File: src/rtl/oid_dec_pkg.sv
// Shared types and constants for the object identifier arc decoder.
package oid_dec_pkg;

   // Arc count at which an identifier with bytes still left is an error.
   localparam int unsigned MAX_ARCS = 20;

   // 2^64 = 40 * ARC_Q_WRAP + ARC_R_WRAP; used when the accumulator wraps.
   localparam logic [58:0] ARC_Q_WRAP = 59'd461168601842738790;
   localparam logic [4:0]  ARC_R_WRAP = 5'd16;

   localparam logic [5:0]  ARC_DIVISOR = 6'd40;

   // Bias that keeps the small remainder term non-negative (51 * 40).
   localparam logic [12:0] REM_BIAS     = 13'd2040;
   localparam logic [7:0]  REM_BIAS_DIV = 8'd51;

   // Reciprocal of 5 scaled by 2^10, exact for inputs below 1024.
   localparam logic [7:0]  RECIP_FIVE = 8'd205;

   localparam int unsigned FIFO_DEPTH = 4;

   typedef enum logic [1:0] {
      PH_HEADER,
      PH_HEADER2,
      PH_BODY,
      PH_DISCARD
   } phase_type;

   typedef struct packed {
      logic        arc_valid;
      logic [63:0] arc_value;
      logic [4:0]  arc_index;
      logic        message_end;
      logic        status;
   } result_type;

endpackage

File: src/rtl/oid_arc_base128_decoder_core.sv
// Object identifier arc decoder: length header, base-128 arcs and output queue.
//
// The req channel carries one encoded byte per transfer: req_tdata holds the
// byte and req_tuser flags the first header byte of a new message. Each
// completed subidentifier produces one result on the rsp channel; the first
// one produces two (quotient and remainder by 40) unless relative mode is set.
// rsp_tdata holds the arc value and index, rsp_tuser the valid and status
// flags, and rsp_tlast marks the last result of the identifier.
// Each result is registered into the output queue before it appears on rsp.
// One byte is taken every cycle while req_tready is high. The quotient by
// 40 is kept up to date as each byte is shifted in, so no divider stands in
// the path. A result pair fills two slots of the four-entry output queue,
// and req_tready is low while fewer than two slots are free. When the
// receiver stalls, the queue fills and req_tready falls.
// csr_wen writes the relative mode bit; write it only while idle.
// Synchronous reset returns the decoder to waiting for a length header and
// empties the queue; there is no clearing pass.
module oid_arc_base128_decoder_core
   import oid_dec_pkg::*;
(
   input  logic        clock,
   input  logic        reset,
   input  logic        req_tvalid,
   output logic        req_tready,
   input  logic [7:0]  req_tdata,   // [7:0] byte_value
   input  logic        req_tuser,   // [0] message_start
   output logic        rsp_tvalid,
   input  logic        rsp_tready,
   output logic [71:0] rsp_tdata,   // [63:0] arc_value, [68:64] arc_index, [71:69] zero
   output logic [1:0]  rsp_tuser,   // [0] arc_valid, [1] status
   output logic        rsp_tlast,   // message_end
   input  logic        csr_wen,
   input  logic        csr_wdata    // relative_mode
);

   localparam int PtrW = $clog2(FIFO_DEPTH);

   phase_type   phase_ff, phase_in;
   logic        relative_mode_ff;
   logic [6:0]  header_high_ff, header_high_in;
   logic [14:0] remaining_ff, remaining_in;
   logic [63:0] acc_ff, acc_in;
   logic [58:0] quot_ff, quot_in;
   logic [5:0]  rem40_ff, rem40_in;
   logic [4:0]  arcs_ff, arcs_in;

   result_type  fifo_ff [FIFO_DEPTH];
   logic [PtrW-1:0] wr_ptr_ff, rd_ptr_ff;
   logic [PtrW:0]   count_ff, count_in;

   logic        req_accept, rsp_pop;
   logic [6:0]  low7;
   logic        take_header;
   logic [14:0] length_val;
   logic        length_zero;
   logic [14:0] rem_dec;
   logic [63:0] acc_shift;
   logic        sub_continue, msg_done, split, overflow;
   logic [4:0]  arcs_split;
   logic [6:0]  wrap_k;
   logic [12:0] small_x;
   logic [17:0] small_prod;
   logic [7:0]  small_q;
   logic [12:0] small_q40;
   logic [5:0]  rem40_next;
   logic [58:0] quot_next;
   result_type  res0, res1;
   logic [1:0]  push_n;
   logic        err_push;

   assign req_accept = req_tvalid && req_tready;
   assign rsp_pop    = rsp_tvalid && rsp_tready;
   assign req_tready = (count_ff <= (PtrW+1)'(FIFO_DEPTH - 2));

   assign low7        = req_tdata[6:0];
   assign take_header = req_tuser || (phase_ff == PH_HEADER);
   assign length_val  = take_header ? {8'd0, low7} : {header_high_ff, req_tdata};
   assign length_zero = (length_val == 15'd0);

   assign rem_dec      = remaining_ff - 15'd1;
   assign acc_shift    = {acc_ff[56:0], low7};
   assign sub_continue = req_tdata[7] && (rem_dec != 15'd0);
   assign msg_done     = (rem_dec == 15'd0);
   assign split        = !relative_mode_ff && (arcs_ff == 5'd0);
   assign arcs_split   = split ? 5'd1 : arcs_ff;
   assign overflow     = !msg_done && (({1'b0, arcs_split} + 6'd1) >= 6'(MAX_ARCS));

   // Track quotient and remainder by 40 of the truncated accumulator. The
   // bits shifted out above bit 63 subtract wrap_k copies of 2^64.
   assign wrap_k     = acc_ff[63:57];
   assign small_x    = {rem40_ff, low7} + REM_BIAS - 13'({wrap_k, 4'd0});
   assign small_prod = 18'(small_x[12:3]) * 18'(RECIP_FIVE);
   assign small_q    = small_prod[17:10];
   assign small_q40  = 13'(small_q) * 13'(ARC_DIVISOR);
   assign rem40_next = 6'(small_x - small_q40);
   assign quot_next  = {quot_ff[51:0], 7'd0} + 59'(small_q) - 59'(REM_BIAS_DIV)
                       - 59'(59'(wrap_k) * ARC_Q_WRAP);

   // Next phase.
   always_comb begin
      phase_in = phase_ff;
      if (req_accept) begin
         if (take_header) begin
            if (req_tdata[7]) begin
               phase_in = PH_HEADER2;
            end else begin
               phase_in = length_zero ? PH_HEADER : PH_BODY;
            end
         end else begin
            unique case (phase_ff)
               PH_HEADER2: begin
                  phase_in = length_zero ? PH_HEADER : PH_BODY;
               end
               PH_BODY: begin
                  if (!sub_continue) begin
                     if (msg_done) begin
                        phase_in = PH_HEADER;
                     end else if (overflow) begin
                        phase_in = PH_DISCARD;
                     end
                  end
               end
               default: begin
                  phase_in = phase_ff;
               end
            endcase
         end
      end
   end

   // Datapath updates and results.
   always_comb begin
      header_high_in = header_high_ff;
      remaining_in   = remaining_ff;
      acc_in         = acc_ff;
      quot_in        = quot_ff;
      rem40_in       = rem40_ff;
      arcs_in        = arcs_ff;
      res0           = '0;
      res1           = '0;
      push_n         = 2'd0;
      err_push       = 1'b0;
      if (req_accept) begin
         if (take_header && req_tdata[7]) begin
            header_high_in = low7;
            remaining_in   = 15'd0;
            acc_in         = '0;
            quot_in        = '0;
            rem40_in       = '0;
            arcs_in        = '0;
         end else if (take_header || (phase_ff == PH_HEADER2)) begin
            remaining_in = length_val;
            acc_in       = '0;
            quot_in      = '0;
            rem40_in     = '0;
            arcs_in      = '0;
            if (length_zero) begin
               if (!relative_mode_ff) begin
                  res0.arc_valid   = 1'b1;
                  res1.arc_valid   = 1'b1;
                  res1.arc_index   = 5'd1;
                  res1.message_end = 1'b1;
                  push_n           = 2'd2;
               end else begin
                  res0.message_end = 1'b1;
                  push_n           = 2'd1;
               end
            end
         end else if (phase_ff == PH_BODY) begin
            remaining_in = rem_dec;
            if (sub_continue) begin
               acc_in   = acc_shift;
               quot_in  = quot_next;
               rem40_in = rem40_next;
            end else begin
               acc_in   = '0;
               quot_in  = '0;
               rem40_in = '0;
               arcs_in  = arcs_split + 5'd1;
               err_push = overflow;
               if (split) begin
                  res0.arc_valid   = 1'b1;
                  res0.arc_value   = 64'(quot_next);
                  res1.arc_valid   = 1'b1;
                  res1.arc_value   = 64'(rem40_next);
                  res1.arc_index   = arcs_split;
                  res1.message_end = msg_done || overflow;
                  res1.status      = overflow;
                  push_n           = 2'd2;
               end else begin
                  res0.arc_valid   = 1'b1;
                  res0.arc_value   = acc_shift;
                  res0.arc_index   = arcs_ff;
                  res0.message_end = msg_done || overflow;
                  res0.status      = overflow;
                  push_n           = 2'd1;
               end
            end
         end
      end
   end

   assign count_in = count_ff + (PtrW+1)'(push_n) - (PtrW+1)'(rsp_pop);

   always_ff @(posedge clock) begin
      if (reset) begin
         phase_ff         <= PH_HEADER;
         relative_mode_ff <= 1'b0;
         header_high_ff   <= '0;
         remaining_ff     <= '0;
         acc_ff           <= '0;
         quot_ff          <= '0;
         rem40_ff         <= '0;
         arcs_ff          <= '0;
         wr_ptr_ff        <= '0;
         rd_ptr_ff        <= '0;
         count_ff         <= '0;
      end else begin
         phase_ff       <= phase_in;
         header_high_ff <= header_high_in;
         remaining_ff   <= remaining_in;
         acc_ff         <= acc_in;
         quot_ff        <= quot_in;
         rem40_ff       <= rem40_in;
         arcs_ff        <= arcs_in;
         wr_ptr_ff      <= wr_ptr_ff + PtrW'(push_n);
         rd_ptr_ff      <= rd_ptr_ff + PtrW'(rsp_pop);
         count_ff       <= count_in;
         if (csr_wen) begin
            relative_mode_ff <= csr_wdata;
         end
      end
   end

   always_ff @(posedge clock) begin
      if (push_n != 2'd0) begin
         fifo_ff[wr_ptr_ff] <= res0;
      end
      if (push_n == 2'd2) begin
         fifo_ff[wr_ptr_ff + PtrW'(1)] <= res1;
      end
   end

   result_type head;
   assign head       = fifo_ff[rd_ptr_ff];
   assign rsp_tvalid = (count_ff != '0);
   assign rsp_tdata  = {3'd0, head.arc_index, head.arc_value};
   assign rsp_tuser  = {head.status, head.arc_valid};
   assign rsp_tlast  = head.message_end;

   a_count_bound: assert property (@(posedge clock) disable iff (reset)
      count_ff <= (PtrW+1)'(FIFO_DEPTH))
      else $error("output queue count exceeds its depth");

   a_rem_range: assert property (@(posedge clock) disable iff (reset)
      rem40_ff < ARC_DIVISOR)
      else $error("running remainder by 40 out of range");

   a_count_hold: assert property (@(posedge clock) disable iff (reset)
      (!req_accept && !rsp_pop) |=> $stable(count_ff))
      else $error("queue count changed without a transfer");

   a_discard_entry: assert property (@(posedge clock) disable iff (reset)
      (phase_in == PH_DISCARD && phase_ff != PH_DISCARD) |-> err_push)
      else $error("discard entered without an error result");

   a_error_is_last: assert property (@(posedge clock) disable iff (reset)
      (rsp_tvalid && rsp_tuser[1]) |-> (rsp_tlast && rsp_tuser[0]))
      else $error("error result not marked as last valid arc");

endmodule
File: config.mk
export PLATFORM = sky130hd
export DESIGN_NAME = oid_arc_base128_decoder_core
export DESIGN_NICKNAME = d
export VERILOG_FILES = /design/src/rtl/oid_dec_pkg.sv /design/src/rtl/oid_arc_base128_decoder_core.sv
export SDC_FILE = /design/constraint.sdc
export NUM_CORES = 1
export LEC_CHECK = 0
export BUFFER_PORTS_ARGS = -buffer_cell sky130_fd_sc_hd__clkbuf_2
export CELL_PAD_IN_SITES_DETAIL_PLACEMENT = 0
export CELL_PAD_IN_SITES_GLOBAL_PLACEMENT = 1
export CORE_MARGIN = 2
export CORE_UTILIZATION = 49
export DETAILED_ROUTE_END_ITERATION = 12
export PLACE_DENSITY_LB_ADDON = 0.12
export SYNTH_ARGS = -nofsm -noshare
export SYNTH_HDL_FRONTEND = slang
export SYNTH_SLANG_ARGS = --single-unit
export TNS_END_PERCENT = 5
File: constraint.sdc
create_clock -name clock -period 12.4 [get_ports clock]
set_clock_uncertainty 0.1 [all_clocks]
set_input_delay 1.86 -clock clock [delete_from_list [all_inputs] [get_ports clock]]
set_output_delay 1.86 -clock clock [all_outputs]
set_load 0.005 [all_outputs]
==> results of run 1 <==
==> worst paths after layout <==
kind              slack [ps]                         from                     endpoint
setup / recovery         780                 req_tdata[1]  fifo_ff[3][53]$_SDFFE_PP0P_
hold / removal           350  fifo_ff[3][36]$_SDFFE_PP0P_  fifo_ff[3][36]$_SDFFE_PP0P_
setup reg to reg        1720      acc_ff[57]$_SDFFE_PP0P_  fifo_ff[3][53]$_SDFFE_PP0P_
hold reg to reg          350  fifo_ff[3][36]$_SDFFE_PP0P_  fifo_ff[3][36]$_SDFFE_PP0P_
==> layer usage <==
| metal | track usage | wire (um) |
|---|---|---|
| met5 | 0 | 0 |
| met4 | 0.06406 | 1617 |
| met3 | 0.03835 | 4690 |
| met2 | 0.4475 | 35660 |
| met1 | 0.4184 | 38730 |
==> final cells by class <==
class | instances | area (um2) | area share
Clock inverter | 19 | 282.8 | 0.009693
Sequential cell | 445 | 9477 | 0.3249
Clock buffer | 70 | 1465 | 0.05023
Multi-Input combinational cell | 2108 | 15310 | 0.5247
Timing Repair Buffer | 124 | 713.2 | 0.02445
Tap cell | 696 | 870.8 | 0.02985
Antenna cell | 1 | 2.502 | 0.00008578
Inverter | 281 | 1055 | 0.03616
==> cells by family (layout without fill, tap and decap cells) <==
logic type | count (synthesis) | count (layout) | synth area share
fa+ha+maj | 291 | 291 | 0.1448
buf+inv | 468 | 494 | 0.06837
xor+xnor | 135 | 135 | 0.04456
flops | 445 | 445 | 0.3568
other cells | 1 | 4 | 0.0001413
simple gates | 840 | 840 | 0.1398
compound gates | 743 | 743 | 0.1752
mux | 96 | 96 | 0.07035
==> registers in the layout, summed over array words and instances (netlist names) <==
name	cells
count_ff	3
phase_ff	2
acc_ff	64
header_high_ff	7
arcs_ff	5
relative_mode_ff	1
quot_ff	52
rd_ptr_ff	2
remaining_ff	15
fifo_ff	288
rem40_ff	4
wr_ptr_ff	2
==> critical path, delay by kind of cell <==
family                     cells  cell delay [ps]
AOI/OAI and AO/OA             18             3810
and+or+nand+nor                7             1300
buffers and inverters          7              880
adders and majority gates      9             3390
xor gates and xnor gates       3              710
==> synthesized netlist by cell type, types with 18 or more instances <==
cell	number	share of area
sky130_fd_sc_hd__fa_1	27	0.020
sky130_fd_sc_hd__a21o_1	35	0.0099
sky130_fd_sc_hd__clkbuf_1	131	0.019
sky130_fd_sc_hd__dfxtp_1	389	0.29
sky130_fd_sc_hd__o21a_1	18	0.0051
sky130_fd_sc_hd__a22o_1	27	0.0089
sky130_fd_sc_hd__edfxtp_1	56	0.063
sky130_fd_sc_hd__a22oi_1	114	0.032
sky130_fd_sc_hd__nor3_1	23	0.0043
sky130_fd_sc_hd__nand4_1	19	0.0045
sky130_fd_sc_hd__buf_1	23	0.0033
sky130_fd_sc_hd__nand2_1	331	0.047
sky130_fd_sc_hd__ha_1	264	0.12
sky130_fd_sc_hd__inv_1	281	0.040
sky130_fd_sc_hd__nor2_1	268	0.038
sky130_fd_sc_hd__nand3_1	84	0.016
sky130_fd_sc_hd__mux4_2	72	0.061
sky130_fd_sc_hd__a21oi_1	127	0.024
sky130_fd_sc_hd__buf_2	28	0.0053
sky130_fd_sc_hd__mux2i_1	20	0.0075
sky130_fd_sc_hd__xnor2_1	76	0.025
sky130_fd_sc_hd__o21ai_0	272	0.051
sky130_fd_sc_hd__xor2_1	59	0.019
==> cells in the final DEF (no fill, tap or decap), types with 9 or more instances in the layout <==
master / count
sky130_fd_sc_hd__a211oi_1: 9
sky130_fd_sc_hd__a21o_1: 35
sky130_fd_sc_hd__a21oi_1: 126
sky130_fd_sc_hd__a22o_1: 27
sky130_fd_sc_hd__a22oi_1: 114
sky130_fd_sc_hd__a31oi_1: 14
sky130_fd_sc_hd__and2_1: 15
sky130_fd_sc_hd__and3_1: 11
sky130_fd_sc_hd__buf_4: 37
sky130_fd_sc_hd__clkbuf_16: 49
sky130_fd_sc_hd__clkbuf_2: 87
sky130_fd_sc_hd__clkbuf_8: 16
sky130_fd_sc_hd__dfxtp_1: 387
sky130_fd_sc_hd__edfxtp_1: 56
sky130_fd_sc_hd__fa_1: 27
sky130_fd_sc_hd__ha_1: 264
sky130_fd_sc_hd__inv_1: 281
sky130_fd_sc_hd__mux2i_1: 20
sky130_fd_sc_hd__mux4_2: 72
sky130_fd_sc_hd__nand2_1: 329
sky130_fd_sc_hd__nand2b_1: 10
sky130_fd_sc_hd__nand3_1: 82
sky130_fd_sc_hd__nand4_1: 19
sky130_fd_sc_hd__nor2_1: 268
sky130_fd_sc_hd__nor2b_1: 13
sky130_fd_sc_hd__nor3_1: 23
sky130_fd_sc_hd__o211ai_1: 14
sky130_fd_sc_hd__o21a_1: 18
sky130_fd_sc_hd__o21ai_0: 272
sky130_fd_sc_hd__o21ai_1: 13
sky130_fd_sc_hd__o21bai_1: 10
sky130_fd_sc_hd__o22ai_1: 15
sky130_fd_sc_hd__or3_1: 15
sky130_fd_sc_hd__xnor2_1: 76
sky130_fd_sc_hd__xor2_1: 59
==> through the flow <==
step	hold WS [ps]	area [um2]	setup WS, ps	std cells	util
detailed placement	337.4	27420	248.8	3654	0.5106
floorplan	319.8	26540	1540	3021	-
global route	365.9	29170	11.90	3743	0.5431
CTS	351.5	29170	813.5	3743	0.5431
finish	347.4	29170	783.8	3744	0.5432
global placement	328.0	27420	359.7	3654	0.5106
==> impl.org, run 1 <==
** Status
- The flow ran to the end, and the final reports show no timing, DRC or antenna violations.

** Logic synthesis
- Synthesized area :: 0.02654 mm2
- The synthesized netlist contains 82 unique library cells.
- In this run the mean area of a mapped cell was between 8 and 9 um2.
- EDFF count, synth :: 56
- Most used flip-flop cell after synthesis :: sky130_fd_sc_hd__dfxtp_1
- Flip-flop and latch count after synthesis :: 445
- Count of mapped cells out of synthesis :: between 3,000 and 4,000
- Yosys printed 0 warnings.
- Share of flip-flops with an asynchronous set or reset :: 0
- Share of synthesized area occupied by flip-flops and latches :: 0.3568

** Global route
- Entering global routing, the biggest net connects 94 pins.
- Total global routing overflow :: 0
- The number of global-route vias before repair came to 21,260.
- First-pass GRT wire length :: 125,200 um
- For this run, the total global-route usage over all layers was measured as 0.2855.
- Initial antenna violation count :: 1

** Die
- Die outline area :: 0.05603 mm2
- Chip height :: approximately 240 um
- After floorplanning, the core was sized to cover about 0.054 mm2.
- The die is 236.7 um wide.
- During I/O placement, the number of pins put on the boundary was a little over 90.
- Std-Cell Rows :: 85
- Initial cell density of the core :: 0.4941

** Clock tree
- Root Buffer Master :: sky130_fd_sc_hd__clkbuf_16
- Clock-pin transition on the worst setup and hold timing paths :: 60 ps
- TritonCTS built the clock tree.
- Insertion delay to the later sink of the worst-skew pair :: approximately 600 ps
- Post-CTS setup repair buffer count :: 0
- Clock tree synthesis inserted a total of 48 buffers.
- Counting along the longest clock path gives a buffer depth of 3.
- In this run the number of H-tree levels came out at 2.
- Buffers inserted to repair hold after CTS numbered 0.
- Number of gates resized after cts :: 0
- Clk sinks :: 445

** STA
- Setup violations remaining at the end of the flow were counted as 0.
- Final critical path time including I/O delays and setup :: 11,620 ps
- Based on the critical path, the design can be clocked at up to 86.09 MHz.
- The final max-slew violation count was 0.
- Slew at the pin closest to its max-slew limit :: 1189 ps
- Post-route clock period utilization :: 0.9368
- RSZ-0062 raised after global routing :: false
- Sum of negative setup slack :: 0 ps
- Headroom to the max-slew limit came out at 0.2053.
- Final hold violation count :: 0

** Placement
- Detailed-placement wirelength estimate :: ~56,000 um
- Final weighted congestion in routability-driven placement :: between 0.9 and 1
- In this run the tool buffered the top-level ports with between 80 and 90 buffer cells.

** Drt
- Drt via density :: between 5 and 6
- After detailed routing, the average wire length per cell comes to 21.55 um.
- First-pass DRT Iterations :: 5
- The routed design has 80,690 um of wire.
- Across all layers, the routed design uses 21,960 vias.
- After the first detailed-routing iteration, the DRC count stood at 1,523.
- Number of nets with antenna violations after detailed routing :: 0
- After detailed routing, the number of remaining DRC violations is 0.

** Worst setup path
- Of all nets on the critical path, the largest fanout is 11.
- At the worst endpoint, the arrival time is ~12,000 ps.
- The slowest stage of the critical path is the sky130_fd_sc_hd__fa_1 cell.
- Required arrival time at the worst endpoint :: 12,730 ps
- Type of the setup path with the least slack :: in2reg
- Endpoint kind of the worst setup timing path :: register
- Stage delay of the slowest cell on the critical path :: 530 ps
- R2R cell count :: 43
- STA classifies the critical path startpoint as a primary input.

** Layout
- Net count, final :: 3,314
- Fillers :: ~5,000
- From synthesis to final layout, the design area changed by 9.930%.
- In the final layout, the share of cells above drive strength 1 is 0.1040.

** Run
- Across the run, the number of max-cap violations was 0.

** Hold path
- The worst hold path was traced through 2 stages.
- Path type of the worst min-delay path :: reg2reg
Power of run 1 is left out: the tool's default activity adds up to more than one toggle a clock period on the data nets, which glitch-free logic cannot reach.
==> run 2, diff against run 1 <==
--- a/config.mk
+++ b/config.mk
@@ -5,11 +5,12 @@
 export SDC_FILE = /design/constraint.sdc
 export NUM_CORES = 1
 export LEC_CHECK = 0
+export ABC_AREA = 1
 export BUFFER_PORTS_ARGS = -buffer_cell sky130_fd_sc_hd__clkbuf_2
 export CELL_PAD_IN_SITES_DETAIL_PLACEMENT = 0
 export CELL_PAD_IN_SITES_GLOBAL_PLACEMENT = 1
 export CORE_MARGIN = 2
-export CORE_UTILIZATION = 49
+export CORE_UTILIZATION = 46
 export DETAILED_ROUTE_END_ITERATION = 12
 export PLACE_DENSITY_LB_ADDON = 0.12
 export SYNTH_ARGS = -nofsm -noshare
==> run 2 against run 1 <==
  * Non-clock buffer count is 3 lower
  * Highest routed layer unchanged
  * Via count increased by 30%
  * Final area increased by 9.2%
==> impl.org, run 2 <==
** STA
- Top achievable clock speed :: about 96 MHz
- The number of hold violations in the final report came to 0.
- The tightest hold path in the finished design has a slack of 359.2 ps.
- Least setup slack across all paths after layout :: 1978 ps
- For the pin with the worst max-slew slack, the measured transition is 1068 ps.
- Final critical path time including I/O delays and setup :: 10,420 ps
- Slew headroom :: 0.2872
- Post-route clock period utilization :: 0.8405
- Count of final max-slew check failures :: 0
- Sum of negative setup slack :: 0 ps
- Setup violations remaining at the end of the flow were counted as 0.
- Setup repair after global routing left no endpoint under its margin.

** Status
- The flow ran to the end, and the final reports show no timing, DRC or antenna violations.

** Logic synthesis
- The biggest area contributor in the post-synthesis netlist is sky130_fd_sc_hd__dfxtp_1.
- Yosys instantiated no cell more often than sky130_fd_sc_hd__nand2_1.
- Counting flops and latches in the post-synthesis netlist gives around 450.
- The most used flip-flop cell after synthesis is sky130_fd_sc_hd__dfxtp_1.
- Counting every instance in the synthesized netlist gives 4,313.
- Share of Yosys cell area claimed by the top area cell type :: 0.2642
- In the synthesized netlist, the cells that appear most often are sky130_fd_sc_hd__nand2_1, sky130_fd_sc_hd__nand3_1, sky130_fd_sc_hd__inv_1.
- Counting flops with an async set or reset pin after synthesis yields a share of 0.
- Yosys printed 0 warnings.
- In this run the mean area of a mapped cell was 6.835 um2.
- The cell area that synthesis handed to floorplanning was about 0.029 mm2.
- Synthesis instantiated 52 different standard cells from the library.
- Of the synthesized area, sequential elements account for 0.3212.
- In this run, synthesis inferred 56 flip-flops with an integrated enable.
- Largest cells by area after synthesis :: sky130_fd_sc_hd__dfxtp_1, sky130_fd_sc_hd__nand2_1, sky130_fd_sc_hd__ha_1, sky130_fd_sc_hd__nand3_1, sky130_fd_sc_hd__inv_1

** Power and ir drop
- Leakage power of the design :: roughly 0.015 uW
- Overall power consumption after layout is estimated at 7905 uW.
- Worst supply voltage drop on vdd :: roughly 0.00022 V
- Areal power density over the cells :: 248.1 mW/mm2

** Die
- Die outline area :: about 0.066 mm2
- I/O pin cnt :: 92
- For this configuration, the core starts out at a cell density of 0.4665.
- Chip height :: 257.1 um
- The region available for standard cell placement spans 0.06320 mm2.
- Row generation in the floorplan step produced 92 rows.
- The die is 257.1 um wide.

** Placement
- Routability-driven placement finished with a final weighted congestion of 0.9520.
- Detailed-placement wirelength estimate :: slightly below 70,000 um
- Count of port buffers added during placement :: ~90
- Worst-case setup slack after placement :: approximately 1400 ps

** Layout
- Registers with the most flip-flops :: fifo_ff: 288 flops, acc_ff: 64 flops, quot_ff: 52 flops
- Number of inserted diodes :: 0
- Net count, final :: ~4,600
- Register ranked first by flip-flop count :: fifo_ff
- Leading cell type in the layout, fill and taps excluded :: sky130_fd_sc_hd__nand2_1
- Area overhead of the layout relative to synthesis :: 8.099%
- The register with the most flip-flops in the layout has 288 of them.
- In the final layout, the share of cells above drive strength 1 is 0.05572.
- In the layout the commonest cells are sky130_fd_sc_hd__nand2_1, sky130_fd_sc_hd__nand3_1, sky130_fd_sc_hd__inv_1, sky130_fd_sc_hd__nor2_1, sky130_fd_sc_hd__dfxtp_1.

** Worst setup path
- The slowest stage of the critical path is the sky130_fd_sc_hd__fa_1 cell.
- STA classifies the critical path startpoint as a primary input.
- The cell family contributing the most delay on the critical path is adder cells.
- Endpoint kind of the worst setup timing path :: register
- STA puts the critical path data required time at 12,830 ps.
- The critical path is of the in2reg type.
- Crit-path most repeated cell :: sky130_fd_sc_hd__nand2_1
- CP bufs+invs :: 8
- In this run the worst path has a maximum fanout of 4.
- Stage delay of the slowest cell on the critical path :: 550 ps
- CP arrival :: 10,850 ps

** Global route
- Entering global routing, the biggest net connects 96 pins.
- The first global-routing pass estimated 157,300 um of wire.
- Summed over all layers, the global routing overflow is 0.
- The number of antenna violations at the first check in global routing is 0.
- Number of global-route vias before repair :: 27,130
- For this run, the total global-route usage over all layers was measured as 0.3010.

** Clock tree
- The H-tree was split into 2 levels.
- Deepest clock path buffer count :: 3
- Clock-pin transition on the worst setup and hold timing paths :: 60 ps
- The number of setup buffers added after CTS is 0.
- Clock tree from TritonCTS :: yes
- Clk sinks :: 445
- Insertion delay to the later sink of the worst-skew pair :: 600 ps
- Buffers inserted during clock tree synthesis total 48.
- The tree is rooted in a sky130_fd_sc_hd__clkbuf_16.
- Gates resized during post-CTS repair numbered 0.
- For this design, the CTS-stage hold fixing added 0 buffers.

** Drt
- Vias :: 28,560
- In this run, the number of DRC markers left after iteration 0 of detailed routing was 2,378.
- Number of nets with antenna violations after detailed routing :: 0
- First-pass DRT Iterations :: 5
- Residual DRC :: 0
- Dividing the detail-routed via count by the number of cells gives 5.562.
- Routed len/inst :: 19.60 um
- Wire length reported by the detailed router :: 100,700 um

** Hold path
- Path type of the worst min-delay path :: reg2reg

** Run
- Max-capacitance violation count :: 0
## run 2: cell count changes in the layout (fill, tap and decap cells not counted), moves of 72 or more
cell                      delta
sky130_fd_sc_hd__a22oi_1   -102
sky130_fd_sc_hd__inv_1     +197
sky130_fd_sc_hd__a21oi_1   +136
sky130_fd_sc_hd__mux4_2     -72
sky130_fd_sc_hd__nand2_1   +659
sky130_fd_sc_hd__nand3_1   +499
sky130_fd_sc_hd__nor2_1    +164
## run 2: power breakdown
group,leakage (uW),switching [uW],internal (uW)
sequential,0.00359,52.0,1480
combinational,0.0112,3660,1300
clock,0.000735,615,790
total,0.0155,4330,3570
## run 2: worst min-delay path, cell delays in order, from the launching register on
cell and delay (ps):
sky130_fd_sc_hd__dfxtp_1 300, sky130_fd_sc_hd__nand3_1 70, sky130_fd_sc_hd__nand2_1 40
## run 2: path summary, 6_finish.rpt
check / startpoint / to / slack, ps / depth (start not counted)
worst max-delay path: req_tdata[6] / fifo_ff[3][55]$_SDFFE_PP0P_ / 1980 / 45
worst min-delay path: fifo_ff[2][43]$_SDFFE_PP0P_ / fifo_ff[2][43]$_SDFFE_PP0P_ / 360 / 2
worst max register to register: acc_ff[58]$_SDFFE_PP0P_ / fifo_ff[3][55]$_SDFFE_PP0P_ / 3030 / 43
worst min register to register: fifo_ff[2][43]$_SDFFE_PP0P_ / fifo_ff[2][43]$_SDFFE_PP0P_ / 360 / 2
## run 2: logic make-up after synthesis
family / Yosys count / synth area share
AOI/OAI and AO/OA: 663 / 0.1239
xor gates and xnor gates: 95 / 0.02823
adders and majority gates: 291 / 0.1304
buffers and inverters: 720 / 0.09452
DFF: 445 / 0.3212
muxes: 8 / 0.002717
other: 1 / 0.0001272
and+or+nand+nor: 2090 / 0.2989
## run 2: final cells by class
class                      count  area, um2
fill                        6605      31330
multi-input combinational   3150      17300
sequential                   445       9474
inverter                     488       1836
clock buffer                  75       1424
tap                          846       1059
timing repair buffer         121      690.7
clock inverter                10      82.58
## run 2: metrics by stage
stage               std cells  utilization  cell area (um2)
finish                   5135       0.5042            31870
floorplan                4315            -            29490
global placement         5050       0.4804            30360
CTS                      5135       0.5042            31870
detailed placement       5050       0.4804            30360
global route             5135       0.5042            31870
## run 2: metal layers
layer  GRT usage  wire length (um)
met5           0                 0
met4     0.07930              2433
met3     0.03260              6698
met2      0.4679             43710
met1      0.4417             47820
Power figures use the tool's default switching activity.
